==> src/rtl/assert_macros.svh <==
// Assertion macros shared by the RTL.
// Depends on nothing; included by files that carry concurrent checks.
`ifndef ASSERT_MACROS_SVH
`define ASSERT_MACROS_SVH

// Same-cycle implication, held off during reset.
`define ASSERT_IMPLIES(label, clk, rst_n, cond, expr, msg) \
    label: assert property (@(posedge clk) disable iff (!rst_n) (cond) |-> (expr)) \
        else $error(msg);

// Next-cycle implication, held off during reset.
`define ASSERT_NEXT(label, clk, rst_n, cond, expr, msg) \
    label: assert property (@(posedge clk) disable iff (!rst_n) (cond) |=> (expr)) \
        else $error(msg);

`endif

==> src/rtl/bmp_pkg.sv <==
// Package for the bilinear multivector product: default sizes, fixed port
// field widths, opcodes and the control struct passed to the MAC unit.
// Depends on nothing.
package bmp_pkg;

    localparam int BLADES_DEF     = 16;
    localparam int DATA_WIDTH_DEF = 32;
    localparam int COEF_WIDTH_DEF = 16;
    localparam int TABLES_DEF     = 2;

    localparam int COEF_IDX_W = 12;
    localparam int COMP_W     = 4;
    localparam int RIDX_W     = 4;

    localparam logic OP_LOAD = 1'b0;
    localparam logic OP_COMP = 1'b1;

    localparam logic TAB_GEOMETRIC = 1'b0;

    typedef struct packed {
        logic valid;
        logic first;
        logic last;
    } mac_ctl_t;

endpackage

==> src/rtl/bmp_seq.sv <==
// Sequencer: walks rows, then j and k of each row, through the shared MAC;
// waits for a free output slot before each row and for the row to drain.
// Depends on bmp_pkg.
module bmp_seq #(
    parameter int BLADES = bmp_pkg::BLADES_DEF,
    localparam int IDX_W  = $clog2(BLADES),
    localparam int TERM_W = $clog2(BLADES * BLADES * BLADES)
) (
    input  logic              clk,
    input  logic              rst_n,
    input  logic              start,
    input  logic              out_free,
    input  logic              row_done,
    output logic              idle,
    output bmp_pkg::mac_ctl_t ctl,
    output logic [IDX_W-1:0]  j,
    output logic [IDX_W-1:0]  k,
    output logic [IDX_W-1:0]  row,
    output logic [TERM_W-1:0] term,
    output logic              last_row
);

    typedef enum logic [1:0] {
        S_IDLE,
        S_WAIT,
        S_RUN,
        S_DRAIN
    } state_t;

    localparam logic [IDX_W-1:0] TOP = IDX_W'(BLADES - 1);

    state_t            state_reg;
    state_t            state_next;
    logic [IDX_W-1:0]  i_reg;
    logic [IDX_W-1:0]  i_next;
    logic [IDX_W-1:0]  j_reg;
    logic [IDX_W-1:0]  j_next;
    logic [IDX_W-1:0]  k_reg;
    logic [IDX_W-1:0]  k_next;
    logic [TERM_W-1:0] term_reg;
    logic [TERM_W-1:0] term_next;

    always_comb
    begin
        state_next = state_reg;
        i_next     = i_reg;
        j_next     = j_reg;
        k_next     = k_reg;
        term_next  = term_reg;
        case (state_reg)
            S_IDLE:
            begin
                if (start)
                begin
                    state_next = S_WAIT;
                    i_next     = '0;
                    j_next     = '0;
                    k_next     = '0;
                    term_next  = '0;
                end
            end
            S_WAIT:
            begin
                if (out_free)
                begin
                    state_next = S_RUN;
                end
            end
            S_RUN:
            begin
                term_next = term_reg + TERM_W'(1);
                if (k_reg == TOP)
                begin
                    k_next = '0;
                    if (j_reg == TOP)
                    begin
                        j_next     = '0;
                        state_next = S_DRAIN;
                    end
                    else
                    begin
                        j_next = j_reg + IDX_W'(1);
                    end
                end
                else
                begin
                    k_next = k_reg + IDX_W'(1);
                end
            end
            S_DRAIN:
            begin
                if (row_done)
                begin
                    if (i_reg == TOP)
                    begin
                        state_next = S_IDLE;
                    end
                    else
                    begin
                        i_next     = i_reg + IDX_W'(1);
                        state_next = S_WAIT;
                    end
                end
            end
            default:
            begin
                state_next = S_IDLE;
            end
        endcase
    end

    always_ff @(posedge clk or negedge rst_n)
    begin
        if (!rst_n)
        begin
            state_reg <= S_IDLE;
            i_reg     <= '0;
            j_reg     <= '0;
            k_reg     <= '0;
            term_reg  <= '0;
        end
        else
        begin
            state_reg <= state_next;
            i_reg     <= i_next;
            j_reg     <= j_next;
            k_reg     <= k_next;
            term_reg  <= term_next;
        end
    end

    assign idle      = (state_reg == S_IDLE);
    assign ctl.valid = (state_reg == S_RUN);
    assign ctl.first = (j_reg == '0) && (k_reg == '0);
    assign ctl.last  = (j_reg == TOP) && (k_reg == TOP);
    assign j         = j_reg;
    assign k         = k_reg;
    assign row       = i_reg;
    assign term      = term_reg;
    assign last_row  = (i_reg == TOP);

endmodule

==> config.mk <==
export PLATFORM = sky130hd
export DESIGN_NAME = bmp_seq
export DESIGN_NICKNAME = d
export VERILOG_FILES = /design/src/rtl/assert_macros.svh /design/src/rtl/bmp_pkg.sv /design/src/rtl/bmp_seq.sv
export SDC_FILE = /design/constraint.sdc
export NUM_CORES = 1
export LEC_CHECK = 0
export BUFFER_PORTS_ARGS = -buffer_cell sky130_fd_sc_hd__buf_2
export CORE_MARGIN = 2
export CORE_UTILIZATION = 57
export CTS_CLUSTER_DIAMETER = 60
export DETAILED_ROUTE_END_ITERATION = 7
export HOLD_SLACK_MARGIN = 0.08
export PLACE_DENSITY = 0.94
export SYNTH_ARGS = -nofsm -noshare
export SYNTH_HDL_FRONTEND = slang
export SYNTH_SLANG_ARGS = --single-unit
==> constraint.sdc <==
create_clock -name clk -period 3.6 [get_ports clk]
set_clock_uncertainty 0.15 [all_clocks]
set_input_delay 0.54 -clock clk [delete_from_list [all_inputs] [get_ports clk]]
set_output_delay 0.54 -clock clk [all_outputs]
set_load 0.05 [all_outputs]
==> reports/qor.yml, run 1 <==
critPathMaxFanout: 17
gp_congestion: 0.817
worst_slack_ns: 0.874
clock.fmax_mhz: 367
fin_setup_tns_ns: 0
ir_drop_mv: 0.601
drc_errors: 0
grt_pass1_vias: 1279
ios: 34
p_leak_nw: 0.871
p_sw_mw: 0.717
synth.distinct_cells: 36
path_cells: "inv_1 -> ha_1 -> mux2i_2 -> or3_4 -> or4_1 -> a21oi_1"
use_met3_pct: 2.34
ant_nets: 0
startpoint_type: "flip-flop"
die_x_um: 55.3
ys_ff_latch: 26
viasPerCell: 6.12
final_area_mm2: 0.00175
critPathTopFamily: "simple AND/OR/NAND/NOR gates"
initial_core_util_pct: 60.6
portBuffers: 33
cts_made_buffers: 3
cts.sinks: 26
setup_viol: 0
path_clk_slew_ns: 0.14
rsz0062_at_grt: "no"
core_mm2: 0.00248
gr-usage-met2_pct: 40.6
die-area_mm2: 0.00306
pwr_density_cell_mw_per_mm2: 815
cts_resized: 0
syn_to_final_growth_pct: 16.7
seq_area_frac_synth_pct: 43.3
yosysWarnings: 0
largest_reg_flops: 12
grt_overflow: 0
pre_cts_slack_ns: 0.981
max_stage_delay_ns: 0.52
syn_area_mm2: 0.00150
max-slew-margin-rel_pct: 51.0
syn_inst: 153
p_total_mw: 1.43
fp.dieH_um: 55.3
syn-num-nets: 169
antenna_found_initial: 0
wl_um: 3380
num_vias: 1341
seqPwrFrac_pct: 30.9
whs_ns: 0.421
cts_root_buffer: "clkbuf_4"
placed_cell_area_mm2: 0.00169
cp_slowest_cell: "ha_1"
syn_area_per_cell_um2: 9.81
finalCriticalPeriod_ns: 2.73
diodes: 0
rows: 18
clock_latency_ns: 0.32
hold_viol_final: 0
wl_per_cell_um: 15.4
clk_path_buf_depth: 2
postCtsHoldBufs: 1
path_class: "flip-flop to flip-flop"
p_int_mw: 0.711
status: "finished clean"
grt_max_degree: 27
hpwl_um: 2560
finalCritPeriodShare_pct: 75.7
layout-drive-gt1-share_pct: 24.3
end_kind: "flip-flop"
finalNetCount: 206
tightest_slew_ns: 0.732
clkPwrFrac_pct: 14.1
cts_tree: "done"
final_max_slew_viol_count: 0
p_comb_share_pct: 55.0
cts_max_level: 1
critPathRequiredTime_ns: 3.71
grt_pass1_wl_um: 5880
post_cts_buffers: 0
drtIter0Drc: 39
path_buf_inv: 1
arrival_ns: 2.83
sw_frac_of_total_pct: 50.2
met1_usage_pct: 30.8
first_pass_iters: 4
min_path_type: "flip-flop to flip-flop"
top_usage_layer: "met2"
maxCapViolCount: 0
gr-usage-all-layers_pct: 23.3
area by class of cell:
| type | instances | area [µm²] |
|---|---|---|
| clock inverter | 1 | 30.0 |
| timing repair buffer | 34 | 175 |
| tap | 30 | 37.5 |
| multi-input combinational | 118 | 810 |
| sequential | 26 | 651 |
| fill | 219 | 726 |
| clock buffer | 3 | 22.5 |
| inverter | 7 | 26.3 |
metal layers:
layer	vias to the layer above	share of wire, %
met3	4	3.6
met5	-	0
li1	639	-
met4	0	0.53
met2	39	52
met1	659	44
kinds of logic (layout without fill, tap and decap cells):
family,after synthesis,in the layout,share of synthesized area (%)
buf+inv,9,45,2.75
mux,5,5,3.92
compound gates,34,34,15.2
xor+xnor,4,4,2.33
simple gates,64,64,23.3
flops,26,26,43.3
fa+ha+maj,11,11,9.17
cells in the mapped netlist (all sizes together):
| master | instances | area [µm²] |
|---|---|---|
| nor4 | 2 | 12.5 |
| o211ai | 3 | 22.5 |
| a32o | 1 | 10.0 |
| mux2i | 1 | 13.8 |
| nor2b | 4 | 25.0 |
| nand4 | 3 | 18.8 |
| clkbuf | 1 | 3.75 |
| mux2 | 4 | 45.0 |
| a21oi | 7 | 35.0 |
| ha | 11 | 138 |
| o21ai | 9 | 45.0 |
| or2 | 1 | 6.26 |
| inv | 7 | 26.3 |
| and3 | 2 | 12.5 |
| and4 | 3 | 26.3 |
| nand2 | 13 | 48.8 |
| a31o | 1 | 8.76 |
| xnor2 | 2 | 17.5 |
| nand3b | 1 | 7.51 |
| nor3 | 3 | 15.0 |
| nand3 | 11 | 55.1 |
| buf | 1 | 11.3 |
| dfrtp | 26 | 651 |
| or4 | 3 | 26.3 |
| nor4b | 1 | 8.76 |
| xor2 | 2 | 17.5 |
| a2111oi | 2 | 18.8 |
| nor2 | 10 | 37.5 |
| a21o | 2 | 15.0 |
| or3 | 4 | 30.0 |
| nand2b | 3 | 18.8 |
| o31ai | 4 | 30.0 |
| a22o | 5 | 43.8 |
tightest hold or removal path: cells and delay by family (launching register included):
family	cells	cell delay [ns]
DFF	1	0.42
AOI/OAI and AO/OA	2	0.13
cells in the final DEF (no fill, tap or decap), types with 3 or more instances in the layout:
master,n
nand3_1,11
nor3_1,3
clkbuf_4,3
dfrtp_1,26
nor2_1,10
buf_2,33
nand2b_1,3
nor2b_1,4
a21oi_1,7
nand4_1,3
ha_1,11
or3_1,3
and4_1,3
nand2_1,13
mux2_2,4
o21ai_0,9
o31ai_1,4
o211ai_1,3
a22o_1,5
inv_1,7
through the flow:
step	util (%)	cells
2_1_floorplan	-	153
3_3_place_gp	68.2	214
3_5_place_dp	68.2	214
4_1_cts	70.7	219
5_1_grt	70.7	219
6_report	70.7	219
final timing paths:
path / startpoint / cells past startpoint / slack (ns) / to
max: state_reg[0] / 6 / 0.87 / term[11]
min: term[11] / 2 / 0.42 / term[11]
max reg2reg: state_reg[0] / 6 / 0.87 / term[11]
min reg2reg: term[11] / 2 / 0.42 / term[11]
max in group asynchronous: rst_n / 2 / 2.33 / term[11]
min in group asynchronous: rst_n / 2 / 0.58 / term[5]
power groups by stage:
stage,registers [mW],clock network (mW),logic (mW)
after floorplan,0.617,0,0.441
after global placement,0.438,0,0.749
after detailed placement,0.445,0,0.783
after CTS,0.441,0.205,0.787
after global routing,0.455,0.215,0.848
final,0.442,0.201,0.785
Power figures use the tool's default switching activity.
==> inputs of run 2 (changes only) <==
ABC_AREA = 1   (was not set)
CORE_UTILIZATION = 49   (was 57)
PLACE_DENSITY = 0.86   (was 0.94)
clock period = 2.25 ns   (was 3.6 ns; I/O delays follow)
==> run 2 against run 1 <==
Power is 41% lower. Combinational power shrank 95%. Setup slack got worse by 0.69 ns. Critical path type is now flip-flop to output pin. Critical endpoint is now ctl[2].
==> reports/qor.yml, run 2 <==
status: "finished clean"
startpoint_type: "flip-flop"
max-slew-margin-rel_pct: 61.3
p_int_mw: 0.660
path_class: "flip-flop to output pin"
cts_made_buffers: 3
finalCritPeriodShare_pct: 91.7
setup_viol: 0
maxCapViolCount: 0
path_cells: "inv_1 -> ha_1 -> buf_4 -> buf_2"
pre_cts_slack_ns: 0.303
die-area_mm2: 0.00373
pwr_density_cell_mw_per_mm2: 447
ys.flop_type: "dfrtp_1"
largest_reg_flops: 12
cts_max_level: 1
clock_latency_ns: 0.33
final_common_cell: "nand2_1"
synth_top_family_by_area: "simple AND/OR/NAND/NOR gates"
worst_slack_ns: 0.187
cts_tree: "done"
syn_area_mm2: 0.00160
rsz0062_at_grt: "no"
hpwl_um: 2390
ir_drop_mv: 0.410
cts_resized: 0
end_kind: "output pin"
finalNetCount: 255
synth_compound_area_share_pct: 10.1
syn_to_final_growth_pct: 17.1
synth.distinct_cells: 29
post_cts_buffers: 0
yosys-mux-area-fraction_pct: 0
arrival_ns: 1.58
netlist_top_cells_area: "dfrtp_1, nand2_1, ha_1"
wl_per_cell_um: 10.9
rows: 20
path_buf_inv: 3
critPathTopFamily: "buffers and inverters"
layout-drive-gt1-share_pct: 22.3
ys_ff_latch: 26
antenna_found_initial: 0
finalCriticalPeriod_ns: 2.06
path_clk_slew_ns: 0.15
layout_common_cells: "nand2_1, buf_2, inv_1, dfrtp_1, nor2_1"
grt_pass1_vias: 1295
cts.sinks: 26
whs_ns: 0.285
hold_viol_final: 0
seq_area_frac_synth_pct: 40.8
cp_slowest_cell: "dfrtp_1"
critPathMaxFanout: 10
syn_inst: 201
final_util_pct: 60.7
final_max_slew_viol_count: 0
yosysMostFrequentCell: "nand2_1"
ios: 34
critPathRequiredTime_ns: 1.76
die_x_um: 61.1
grt_pass1_wl_um: 5200
num_vias: 1381
viasPerCell: 4.90
gp_congestion: 0.810
p_sw_mw: 0.175
sw_frac_of_total_pct: 21.0
clkPwrFrac_pct: 38.9
yosysTopAreaCell: "dfrtp_1"
drtIter0Drc: 38
max_stage_delay_ns: 0.43
portBuffers: 33
wl_um: 3080
synth_top_area_share_pct: 40.8
syn-num-nets: 217
p_leak_nw: 1.01
fp.dieH_um: 61.1
p_total_mw: 0.835
yosys-top-cells-count: "nand2_1, inv_1, dfrtp_1"
gr-usage-all-layers_pct: 18.3
min_path_type: "primary input to flip-flop"
p_comb_share_pct: 4.5
cts_root_buffer: "clkbuf_4"
async_reset_ff_share_pct: 100
yosys.area_share.xor_xnor_pct: 2.75
synth-edff-count: 0
grt_max_degree: 27
tightest_slew_ns: 0.580
initial_core_util_pct: 51.8
yosys.area_share.simple_pct: 29.2
clock.fmax_mhz: 485
clk_path_buf_depth: 2
diodes: 0
fin_setup_tns_ns: 0
seqPwrFrac_pct: 56.6
yosysWarnings: 0
core_mm2: 0.00308
grt_overflow: 0
drc_errors: 0
synth_fa_ha_area_share_pct: 8.63
syn_area_per_cell_um2: 7.94
first_pass_iters: 4
ant_nets: 0
==> run 2: changes by cell type in the layout (fill, tap and decap cells not counted), moves of 4 or more <==
| cell | change |
|---|---|
| a22o_1 | -5 |
| o21ai_0 | +6 |
| nand3_1 | +5 |
| mux2_2 | -4 |
| nor2b_1 | -4 |
| nand2_1 | +35 |
| nor2_1 | +8 |
| inv_1 | +21 |
==> run 2: path summary, 6_finish.rpt <==
| check | start | end | slack, ns | cells past startpoint |
|---|---|---|---|---|
| worst min register to register | term[11] | term[11] | 0.41 | 2 |
| worst max-delay path | state_reg[0] | ctl[2] | 0.19 | 4 |
| min in group asynchronous | rst_n | term[4] | 0.37 | 2 |
| worst min-delay path | start | k[1] | 0.29 | 5 |
| max in group asynchronous | rst_n | k[3] | 1.19 | 2 |
| worst max register to register | state_reg[0] | term[9] | 0.25 | 10 |
==> run 2: metrics by stage <==
step | std cells | cell area, µm²
2_1_floorplan | 201 | 1600
3_3_place_gp | 277 | 1810
3_5_place_dp | 277 | 1810
4_1_cts | 282 | 1870
5_1_grt | 282 | 1870
6_report | 282 | 1870
==> run 2: cells by family (layout without fill, tap and decap cells) <==
group	after synthesis	count (layout)
buf+inv	32	69
compound gates	27	27
flops	26	26
fa+ha+maj	11	11
xor+xnor	5	5
simple gates	100	100
==> run 2: area by class of cell <==
type | instances | area, µm²
Timing Repair Buffer | 35 | 183
Inverter | 30 | 114
Clock inverter | 1 | 30.0
Multi-Input combinational cell | 143 | 813
Sequential cell | 26 | 651
Fill cell | 287 | 1210
Clock buffer | 3 | 22.5
Tap cell | 44 | 55.1
==> run 2: power by group through the flow <==
stage	logic [mW]	registers, mW	clock network (mW)
2_1_floorplan	0.00961	0.492	0
5_1_grt	0.0421	0.474	0.349
3_3_place_gp	0.0367	0.482	0
3_5_place_dp	0.0372	0.482	0
6_report	0.0374	0.473	0.325
4_1_cts	0.0385	0.473	0.336
==> run 2: routing by layer <==
metal / vias up / share of wire, % / global-route usage, % / wire [µm]
met1: 631 / 47 / 23.7 / 1430
met3: 4 / 3.7 / 3.99 / 115
met2: 31 / 49 / 31.6 / 1500
li1: 715 / - / - / -
met4: 0 / 0.91 / 4.04 / 28
met5: - / 0 / 0 / 0
==> run 2: timing repair <==
item                                   in CTS  in global routing
endpoints found under the hold margin      26                  0
setup endpoints to repair                   0                  0
hold buffers                                1                  0
==> run 2: worst min-delay path: cells and delay by family <==
kind	cells	cell delay [ns]
compound gates	1	0.06
buf+inv	2	0.12
simple gates	2	0.21
==> inputs of run 3 (changes only) <==
GPL_TIMING_DRIVEN = 0   (was not set)
==> run 3 against run 2 <==
Clock-buffer cell count unchanged. Global-route usage is 0.70 points higher. Critical endpoint is now ctl[0]. Register-to-register slack improved by 0.14 ns. Non-clock buffer count is 1 higher. Clock power is 39% lower. Sequential cell count unchanged. Combinational power about the same.
==> reports/qor.yml, run 3 (synthesized netlist as in run 2, its figures left out) <==
gp_congestion: 0.826
syn_to_final_growth_pct: 16.2
core_mm2: 0.00308
pre_cts_slack_ns: 0.385
grt_pass1_vias: 1216
largest_reg_flops: 12
status: "finished clean"
min_path_type: "primary input to flip-flop"
die_x_um: 61.1
fin_setup_tns_ns: 0
grt_pass1_wl_um: 5360
finalCriticalPeriod_ns: 2.02
wl_um: 3070
cts_made_buffers: 3
regArea_um2: 651
clock.fmax_mhz: 494
first_pass_iters: 4
end_kind: "output pin"
die-area_mm2: 0.00373
finalNetCount: 256
path_clk_slew_ns: 0.13
diodes: 0
rsz0062_at_grt: "no"
dpl.cell_count: 278
maxCapViolCount: 0
cts_max_level: 1
hold_viol_final: 0
layout_common_cells: "nand2_1, buf_2, inv_1, dfrtp_1, nor2_1"
worst_slack_ns: 0.226
grt_max_degree: 27
whs_ns: 0.308
tightest_slew_ns: 0.568
max-slew-margin-rel_pct: 62.2
gr-usage-all-layers_pct: 19.0
p_leak_nw: 1.01
ir_drop_mv: 0.258
critPathMaxFanout: 6
path_class: "flip-flop to output pin"
fp.dieH_um: 61.1
cts_tree: "done"
fill_cells: 288
ios: 34
layout-drive-gt1-share_pct: 22.3
final_max_slew_viol_count: 0
wl_per_cell_um: 10.9
clk_path_buf_depth: 2
setup_viol: 0
viasPerCell: 4.84
cts.sinks: 26
grt_overflow: 0
drc_errors: 0
clock_latency_ns: 0.32
fin_cells: 282
arrival_ns: 1.54
post_cts_buffers: 0
multi_input_area_um2: 813
cts_root_buffer: "clkbuf_4"
final_common_cell: "nand2_1"
initial_core_util_pct: 51.8
rows: 20
ant_nets: 0
antenna_found_initial: 0
pwr_density_cell_mw_per_mm2: 382
finalCritPeriodShare_pct: 90.0
hpwl_um: 2400
drtIter0Drc: 48
num_vias: 1365
portBuffers: 33
startpoint_type: "flip-flop"
critPathRequiredTime_ns: 1.76
-- run 3: cell count changes in the layout (fill, tap and decap cells not counted), sizes merged --
cell    before  now
bufinv       1    0
buf         34   35
-- run 3: power by group --
| group | switching [mW] | internal, mW | leakage (nW) | total, mW |
|---|---|---|---|---|
| clock | 0.135 | 0.0627 | 0.0138 | 0.197 |
| combinational | 0.0274 | 0.00984 | 0.688 | 0.0372 |
| sequential | 0.00322 | 0.470 | 0.306 | 0.473 |
| total | 0.165 | 0.543 | 1.01 | 0.708 |
-- run 3: through the flow --
stage | power [mW] | utilization (%) | instance area, µm²
after global placement | 0.518 | 59.1 | 1820
after floorplan | 0.501 | - | 1600
after global routing | 0.747 | 60.2 | 1850
after CTS | 0.716 | 60.2 | 1850
after detailed placement | 0.519 | 59.1 | 1820
final | 0.708 | 60.2 | 1850
-- run 3: critical path: stages, from the launching register on --
cell and delay [ns]:
dfrtp_1 0.45, ha_1 0.21, nand3_1 0.15, nor2_1 0.14
buf_2 0.27
-- run 3: cell type report --
type | count | share of cell area, %
Multi-Input combinational cell | 143 | 43.9
Sequential cell | 26 | 35.1
Timing Repair Buffer | 34 | 9.45
Inverter | 30 | 6.14
Tap cell | 44 | 2.97
Clock buffer | 3 | 1.22
Buffer | 2 | 1.22
-- run 3: final timing paths --
path,startpoint,end,slack (ns),depth (start not counted)
setup / recovery,k[0],ctl[0],0.23,4
hold / removal,out_free,state_reg[0],0.31,6
setup reg to reg,state_reg[0],state_reg[0],0.39,7
hold reg to reg,term[11],term[11],0.39,2
max in group asynchronous,rst_n,k[1],1.20,2
min in group asynchronous,rst_n,term[7],0.37,2
-- run 3: layer usage --
| metal | GRT usage [%] | share of wire [%] | wire, µm |
|---|---|---|---|
| met1 | 26.4 | 47 | 1430 |
| met2 | 31.2 | 49 | 1510 |
| met3 | 2.10 | 3.5 | 108 |
| met4 | 6.52 | 0.68 | 21 |
| met5 | 0 | 0 | 0 |
-- run 3: what timing repair did --
| action | CTS | global route |
|---|---|---|
| resized for setup | 0 | 0 |
| hold buffers | 1 | 0 |
| endpoints found under the hold margin | 26 | 0 |
